$ cat src/hw/rtl/gpta_pkg.sv
package gpta_pkg;

  // run length and table geometry
  localparam int MAX_BYTES        = 256;
  localparam int ENTRIES_PER_BYTE = 32;
  localparam int TABLE_DEPTH      = MAX_BYTES * ENTRIES_PER_BYTE;
  localparam int POS_W            = $clog2(MAX_BYTES);

  // one lane per 2-bit genotype slot, each with its own bank of 8 classes per byte
  localparam int LANES      = 4;
  localparam int CLASSES    = 8;
  localparam int BANK_DEPTH = MAX_BYTES * CLASSES;
  localparam int BANK_AW    = $clog2(BANK_DEPTH);

  localparam int ADDR_W  = 13;
  localparam int VALUE_W = 32;
  localparam int GENO_W  = 8;
  localparam int SUM_W   = 43;
  localparam int MISS_W  = 11;
  localparam int BSUM_W  = VALUE_W + 2;

  localparam logic OP_WRITE = 1'b0;
  localparam logic OP_PAIR  = 1'b1;

  typedef struct packed {
    logic               miss;
    logic signed [31:0] data;
  } lane_rd_t;

  typedef struct packed {
    logic valid;
    logic last;
    logic wrap;
  } gpta_ctl_t;

endpackage

$ cat src/hw/rtl/gpta_merge.sv
module gpta_merge import gpta_pkg::*; (
  input  logic                    clk_i,
  input  logic                    rst_ni,
  input  logic                    adv_i,
  input  gpta_ctl_t               ctl_i,
  input  lane_rd_t                lanes_i [LANES],
  input  logic                    out_ready_i,
  output logic                    out_valid_o,
  output logic signed [SUM_W-1:0] product_sum_o,
  output logic [MISS_W-1:0]       missing_count_o,
  output logic                    position_overflow_o
);

  gpta_ctl_t                ctl_a_q;
  logic signed [BSUM_W-1:0] bsum_d, bsum_q;
  logic [2:0]               bmiss_d, bmiss_q;

  logic signed [SUM_W-1:0]  acc_q, acc_sat;
  logic signed [SUM_W:0]    acc_ext;
  logic [MISS_W-1:0]        miss_q, miss_sat;
  logic [MISS_W:0]          miss_ext;

  logic                     out_valid_q;
  logic signed [SUM_W-1:0]  out_sum_q;
  logic [MISS_W-1:0]        out_miss_q;
  logic                     out_wrap_q;

  // merge: four lane entries and missing flags
  always_comb begin
    bsum_d  = '0;
    bmiss_d = '0;
    for (int l = 0; l < LANES; l++) begin
      bsum_d  = bsum_d + BSUM_W'(lanes_i[l].data);
      bmiss_d = bmiss_d + 3'(lanes_i[l].miss);
    end
  end

  // accumulate with saturation
  always_comb begin
    acc_ext  = (SUM_W+1)'(acc_q) + (SUM_W+1)'(bsum_q);
    acc_sat  = acc_ext[SUM_W-1:0];
    if (acc_ext[SUM_W] != acc_ext[SUM_W-1]) begin
      acc_sat = acc_ext[SUM_W] ? {1'b1, {(SUM_W-1){1'b0}}} : {1'b0, {(SUM_W-1){1'b1}}};
    end
    miss_ext = {1'b0, miss_q} + (MISS_W+1)'(bmiss_q);
    miss_sat = miss_ext[MISS_W] ? {MISS_W{1'b1}} : miss_ext[MISS_W-1:0];
  end

  always_ff @(posedge clk_i or negedge rst_ni) begin
    if (!rst_ni) begin
      ctl_a_q     <= '0;
      acc_q       <= '0;
      miss_q      <= '0;
      out_valid_q <= 1'b0;
    end else begin
      if (adv_i) begin
        ctl_a_q <= ctl_i;
        if (ctl_a_q.valid) begin
          if (ctl_a_q.last) begin
            acc_q  <= '0;
            miss_q <= '0;
          end else begin
            acc_q  <= acc_sat;
            miss_q <= miss_sat;
          end
        end
      end
      if (adv_i && ctl_a_q.valid && ctl_a_q.last) begin
        out_valid_q <= 1'b1;
      end else if (out_ready_i) begin
        out_valid_q <= 1'b0;
      end
    end
  end

  always_ff @(posedge clk_i) begin
    if (adv_i) begin
      bsum_q  <= bsum_d;
      bmiss_q <= bmiss_d;
      if (ctl_a_q.valid && ctl_a_q.last) begin
        out_sum_q  <= acc_sat;
        out_miss_q <= miss_sat;
        out_wrap_q <= ctl_a_q.wrap;
      end
    end
  end

  assign out_valid_o         = out_valid_q;
  assign product_sum_o       = out_sum_q;
  assign missing_count_o     = out_miss_q;
  assign position_overflow_o = out_wrap_q;

endmodule

$ cat config.mk
export PLATFORM = sky130hd
export DESIGN_NAME = gpta_merge
export DESIGN_NICKNAME = d
export VERILOG_FILES = /design/src/hw/rtl/gpta_pkg.sv /design/src/hw/rtl/gpta_merge.sv
export SDC_FILE = /design/constraint.sdc
export NUM_CORES = 1
export LEC_CHECK = 0
export BUFFER_PORTS_ARGS = -buffer_cell sky130_fd_sc_hd__buf_2
export CELL_PAD_IN_SITES_DETAIL_PLACEMENT = 0
export CELL_PAD_IN_SITES_GLOBAL_PLACEMENT = 2
export CORE_MARGIN = 2
export CORE_UTILIZATION = 36
export DETAILED_ROUTE_END_ITERATION = 6
export GPL_TIMING_DRIVEN = 0
export PLACE_DENSITY_LB_ADDON = 0.12
export SLEW_MARGIN = 25
export SYNTH_ARGS = -nofsm -noshare
export SYNTH_HDL_FRONTEND = slang
export SYNTH_SLANG_ARGS = --single-unit
$ cat constraint.sdc
create_clock -name clk_i -period 4.5 [get_ports clk_i]
set_input_delay 0.225 -clock clk_i [delete_from_list [all_inputs] [get_ports clk_i]]
set_output_delay 0.225 -clock clk_i [all_outputs]
set_load 0.01 [all_outputs]
==> impl_metrics.env, run 1 <==
export IMPL_status="complete, no violations"
export IMPL_ys_ff_latch=150
export IMPL_dieArea_sq_mm=0.0352
export IMPL_grt_usage_pct=17.9
export IMPL_dpl_worst_slack_ns=-0.389
export IMPL_cp_required_ns=4.61
export IMPL_post_cts_buffers=0
export IMPL_endpoint_kind="flop"
export IMPL_clk_latency_ns=0.44
export IMPL_dp_cells=1947
export IMPL_grt_pass1_vias=9838
export IMPL_crit_fanout=10
export IMPL_fmaxAchievable_mhz=243
export IMPL_async_flop_share_pct=38.7
export IMPL_syn_to_final_growth_pct=17.9
export IMPL_clk_pin_slew_worst_paths_ns=0.07
export IMPL_die_x_um=188
export IMPL_drtPass1Iterations=5
export IMPL_antenna_found_initial=0
export IMPL_tritoncts_num_buffers=17
export IMPL_drc=0
export IMPL_cts_sinks=150
export IMPL_hold_violations=0
export IMPL_wl_per_cell_um=15.4
export IMPL_grt_pass1_wl_mm=50.5
export IMPL_fin_setup_tns_ns=0
export IMPL_rows=67
export IMPL_via_per_inst=4.95
export IMPL_slew_viol_final=0
export IMPL_skew_ns=0.00889
export IMPL_utilization_pct=42.9
export IMPL_clock_path_buffers=2
export IMPL_grt_max_degree=43
export IMPL_dp_hpwl_mm=23.9
export IMPL_drive_above_1_share_pct=17.0
export IMPL_fillCellCount=3460
export IMPL_syn_avg_cell_area_sq_um=9.32
export IMPL_ir_drop_uv=356
export IMPL_cp_arrival_ns=4.23
export IMPL_via_count=9805
export IMPL_dieHeight_um=188
export IMPL_synth_area_sq_mm=0.0121
export IMPL_synth_net_count=1591
export IMPL_port_buffers=194
export IMPL_min_period_ns=4.12
export IMPL_synth_seq_area_share_pct=34.7
export IMPL_drt_iter0_drc=537
export IMPL_fin_ws_ns=0.380
export IMPL_maxCapViolCount=0
export IMPL_wl_mm=30.4
export IMPL_grt_setup_unrepaired="false"
export IMPL_yosys_warnings=0
export IMPL_clockRootBuffer="clkbuf_16"
export IMPL_cts_htree_levels=4
export IMPL_coreArea_sq_mm=0.0334
export IMPL_gr_total_overflow=0
export IMPL_ys_flop_type="edfxtp_1"
export IMPL_initial_core_util_pct=36.4
export IMPL_ioPinCount=195
export IMPL_worstMarginPinSlew_ns=0.823
export IMPL_fin_crit_sh_pct=91.5
export IMPL_setup_viol=0
export IMPL_p_leak_nw=6.79
export IMPL_cts_tree="built"
export IMPL_drtAntennaViolNets=0
export IMPL_post_synth_num_cell_types=76
export IMPL_synth_edf_count=92
export IMPL_path_class="flop to flop"
export IMPL_finalNonFillerCells=1981
export IMPL_final_common_cell="inv_1"
export IMPL_fin_nets=1808
export IMPL_min_path_type="input pin to flop"
export IMPL_worstSetupStartpointType="flop"
export IMPL_place_congestion=0.823
export IMPL_insertedDiodeCount=0
export IMPL_slew_headroom_pct=44.9
export IMPL_mostFrequentLayoutCells="206 x inv_1, 202 x buf_2, 96 x nand2_1"
export IMPL_powerDensity_mw_per_mm2=791
export IMPL_synth_cells=1303
[registers in the layout, indices dropped and copies added, names as in the netlist]
| register | count |
|---|---|
| position_overflow_o | 1 |
| bsum_q | 34 |
| missing_count_o | 11 |
| out_valid_o | 1 |
| ctl_a_q | 3 |
| acc_q | 43 |
| product_sum_o | 43 |
| bmiss_q | 3 |
| miss_q | 11 |
[where the power goes]
group | total [mW] | internal, mW | switching, mW | leakage [nW]
clock network | 1.41 | 0.787 | 0.620 | 0.274
logic | 7.34 | 2.83 | 4.50 | 4.89
registers | 2.58 | 2.33 | 0.248 | 1.62
total | 11.3 | 5.95 | 5.37 | 6.79
[kinds of logic (layout without fill, tap and decap cells)]
logic type / count (synthesis) / in the layout / synth area share (%)
and+or+nand+nor: 318 / 318 / 12.5
adders and majority gates: 174 / 174 / 21.6
muxes: 6 / 6 / 0.525
buffers and inverters: 254 / 484 / 8.26
AOI/OAI and AO/OA: 340 / 340 / 18.0
DFF: 150 / 150 / 34.7
xor gates and xnor gates: 61 / 61 / 4.40
[critical path: stages (launching register included)]
cell and delay, ns:
edfxtp_1 0.40, ha_1 0.36, a21o_1 0.22, o21bai_1 0.21, o2111ai_1 0.34, a21oi_1 0.26, a31o_2 0.38, a31oi_2 0.31
nor2_1 0.13, buf_2 0.21, nor2_1 0.65, o21ai_0 0.32
[cell usage after synthesis, types with 8 or more instances]
library cell / instances / area [sq um]
a21oi_1: 95 / 475
o21ai_1: 33 / 165
inv_1: 207 / 777
xnor2_1: 42 / 368
nand4_1: 13 / 81.3
a21o_1: 36 / 270
o21ai_0: 57 / 285
maj3_1: 25 / 250
nor2_1: 87 / 327
dfrtp_1: 58 / 1450
nand2_1: 96 / 360
xor2_1: 19 / 166
a31oi_1: 14 / 87.6
clkbuf_1: 31 / 116
a22o_1: 8 / 70.1
a211oi_1: 8 / 60.1
fa_1: 68 / 1360
nor3_1: 18 / 90.1
ha_1: 81 / 1010
nor2b_1: 14 / 87.6
nand3_1: 26 / 130
o21bai_1: 14 / 105
and3_1: 12 / 75.1
buf_2: 10 / 50.1
nand2b_1: 17 / 106
edfxtp_1: 92 / 2760
[final timing paths]
path,slack (ns),end,cells after the start,start
max,0.38,product_sum_o[17]$_DFFE_PP_,11,bsum_q[4]$_DFFE_PP_
min,0.02,ctl_a_q[0]$_DFFE_PN0P_,2,ctl_i[0]
max reg2reg,0.38,product_sum_o[17]$_DFFE_PP_,11,bsum_q[4]$_DFFE_PP_
min reg2reg,0.45,position_overflow_o$_DFFE_PP_,0,ctl_a_q[0]$_DFFE_PN0P_
max in group asynchronous,3.69,acc_q[28]$_DFFE_PN0P_,3,rst_ni
min in group asynchronous,0.26,acc_q[0]$_DFFE_PN0P_,2,rst_ni
[cell type report]
class	instances	area [sq um]	area share [%]
Clock buffer	20	447	3.12
Clock inverter	12	118	0.821
Timing Repair Buffer	198	1040	7.23
Inverter	207	779	5.44
Buffer	47	226	1.58
Tap cell	448	561	3.91
Sequential cell	150	4210	29.4
Multi-Input combinational cell	899	6940	48.5
[metrics by stage]
step | cell area (sq um) | power [mW] | hold slack [ns]
global placement | 13700 | 9.94 | 0.419
floorplan | 12100 | 7.86 | -0.0706
finish | 14300 | 11.3 | 0.0224
CTS | 14300 | 11.4 | 0.00804
detailed placement | 13700 | 9.95 | 0.159
global route | 14300 | 12.4 | 0.0233
[layer usage]
layer,share of wire (%),up-vias,wire length (um),track usage (%)
met5,0,-,0,0
met4,0.94,0,285,3.73
met3,4.1,19,1250,2.47
met2,46,213,14000,29.7
met1,49,4630,14900,24.9
li1,-,4943,-,-
[repair_timing]
item / in CTS / in global routing
hold endpoints to repair: 22 / 0
hold buffers: 2 / 0
gates resized for setup: 0 / 2
setup endpoints to repair: 0 / 3
No activity file was read; power rests on OpenSTA's default activity.
==> inputs of run 2 (changes only) <==
CORE_ASPECT_RATIO = 0.6   (was default)
SLEW_MARGIN = 40   (was 25)
==> run 2 against run 1 <==
Flip-flop and latch count did not move; via count rose by 0.49%; sequential power barely moved; global-route usage rose by 1.7 points; first-iteration DRC count rose by 26%; design area rose by 0.72%; wire length rose by 8.1%; critical path depth rose by 1; power rose by 3.4%; largest power group unchanged; critical path type unchanged; register-to-register slack got worse by 0.04 ns.
==> impl_metrics.env, run 2 (synthesis results as in run 1) <==
export IMPL_worst_path_buf_inv=3
export IMPL_worstMarginPinSlew_ns=0.813
export IMPL_fin_area_sq_mm=0.0144
export IMPL_syn_to_final_growth_pct=18.7
export IMPL_worstSetupStartpointType="flop"
export IMPL_drive_above_1_share_pct=17.2
export IMPL_drtAntennaViolNets=0
export IMPL_critPathMaxStageDelay_ns=0.61
export IMPL_die_x_um=241
export IMPL_crit_fanout=10
export IMPL_port_buffers=194
export IMPL_clk_latency_ns=0.44
export IMPL_maxCapViolCount=0
export IMPL_dieArea_sq_mm=0.0353
export IMPL_min_path_type="input pin to flop"
export IMPL_wl_per_cell_um=16.5
export IMPL_antenna_found_initial=0
export IMPL_ir_drop_uv=328
export IMPL_initial_core_util_pct=36.3
export IMPL_setup_viol=0
export IMPL_utilization_pct=43.1
export IMPL_min_period_ns=4.16
export IMPL_drc=0
export IMPL_drt_iter0_drc=677
export IMPL_cts_htree_levels=4
export IMPL_swShare_pct=47.8
export IMPL_via_per_inst=4.94
export IMPL_cp_required_ns=4.72
export IMPL_grt_pass1_vias=9604
export IMPL_critPathTopFamily="compound AO/OA/AOI/OAI gates"
export IMPL_dpl_worst_slack_ns=-0.284
export IMPL_hold_violations=0
export IMPL_tritoncts_num_buffers=17
export IMPL_intPower_mw=6.11
export IMPL_clockRootBuffer="clkbuf_16"
export IMPL_grt_usage_pct=19.5
export IMPL_coreArea_sq_mm=0.0334
export IMPL_clock_path_buffers=2
export IMPL_rows=52
export IMPL_grt_pass1_wl_mm=53.3
export IMPL_final_common_cell="inv_1"
export IMPL_fin_nets=1809
export IMPL_fin_setup_tns_ns=0
export IMPL_finalPower_mw=11.7
export IMPL_placed_area_sq_mm=0.0137
export IMPL_via_count=9853
export IMPL_status="complete, no violations"
export IMPL_slew_viol_final=0
export IMPL_p_leak_nw=6.82
export IMPL_cp_arrival_ns=4.38
export IMPL_fillCellCount=3417
export IMPL_fin_ws_ns=0.341
export IMPL_dp_hpwl_mm=25.9
export IMPL_grt_setup_unrepaired="false"
export IMPL_cts_tree="built"
export IMPL_fin_crit_sh_pct=92.4
export IMPL_p_comb_share_pct=64.7
export IMPL_grt_max_degree=43
export IMPL_dieHeight_um=146
export IMPL_insertedDiodeCount=0
export IMPL_clk_pin_slew_worst_paths_ns=0.06
export IMPL_mostFrequentLayoutCells="206 x inv_1, 202 x buf_2, 96 x nand2_1"
export IMPL_worstPathCellList="ha_1, buf_2, a21oi_1, o21ai_0, a41o_1, a221o_1, or4_1, nand4_1, buf_2, buf_4, nand2_1, o21ai_0"
export IMPL_post_cts_buffers=0
export IMPL_skew_ns=0.0111
export IMPL_cts_sinks=150
export IMPL_drtPass1Iterations=5
export IMPL_path_class="flop to flop"
export IMPL_endpoint_kind="flop"
export IMPL_reg2reg_setup_slack_ns=0.34
export IMPL_fmaxAchievable_mhz=240
export IMPL_power_share_clock_pct=13.2
export IMPL_wl_mm=32.9
export IMPL_place_congestion=0.863
export IMPL_cpMaxStageDelayCell="edfxtp_1"
export IMPL_netSwitchingPower_mw=5.60
export IMPL_gr_total_overflow=0
export IMPL_p_seq_share_pct=22.0
export IMPL_ioPinCount=195
export IMPL_slew_headroom_pct=45.8
export IMPL_powerDensity_mw_per_mm2=812
## run 2: cell count changes in the layout (fill, tap and decap cells not counted), sizes merged
cell	change
inv	-3
bufinv	+3
clkinv	+2
clkbuf	-3
clkinvlp	+1
dlygate4sd3	+1
## run 2: metrics by stage
stage	instances	hold slack (ns)
2_1_floorplan	1303	-0.0706
3_3_place_gp	1956	0.422
3_5_place_dp	1958	0.136
4_1_cts	1993	0.00116
5_1_grt	1993	0.00706
6_report	1993	0.0183
## run 2: worst paths after layout
check | startpoint | to | depth (start not counted)
min reg2reg | ctl_a_q[0]$_DFFE_PN0P_ | position_overflow_o$_DFFE_PP_ | 0
max in group asynchronous | rst_ni | acc_q[16]$_DFFE_PN0P_ | 3
max reg2reg | bsum_q[33]$_DFFE_PP_ | product_sum_o[23]$_DFFE_PP_ | 12
min | ctl_i[1] | ctl_a_q[1]$_DFFE_PN0P_ | 2
max | bsum_q[33]$_DFFE_PP_ | product_sum_o[23]$_DFFE_PP_ | 12
min in group asynchronous | rst_ni | miss_q[5]$_DFFE_PN0P_ | 2
## run 2: area by class of cell
type / count / area (sq um) / share of cell area (%)
plain buffers: 47 / 226 / 1.57
clock buffers: 17 / 425 / 2.95
clock inverters: 15 / 201 / 1.40
inverters: 207 / 779 / 5.40
multi-input cells: 899 / 6950 / 48.2
flip-flops and latches: 150 / 4210 / 29.2
well taps: 459 / 574 / 3.98
repair buffers: 199 / 1050 / 7.28
## run 2: power by group through the flow
stage                     Combinational (mW)  Sequential, mW  Clock, mW
after floorplan                         5.28            2.58          0
after global placement                  7.46            2.61          0
after detailed placement                7.49            2.60          0
after CTS                               7.56            2.58       1.58
after global routing                    8.48            2.63       1.63
final                                   7.58            2.58       1.55
## run 2: repair_timing
item                                   4_1_cts  5_1_grt
endpoints found under the hold margin       59        0
setup endpoints to repair                    0        5
hold buffers                                 3        0
gates resized for setup                      0        2
## run 2: per-layer routing
| layer | part of all wire [%] | global-route usage [%] |
|---|---|---|
| met1 | 56 | 32.9 |
| met2 | 38 | 25.6 |
| met3 | 5.0 | 3.29 |
| met4 | 0.44 | 3.24 |
| met5 | 0 | 0 |
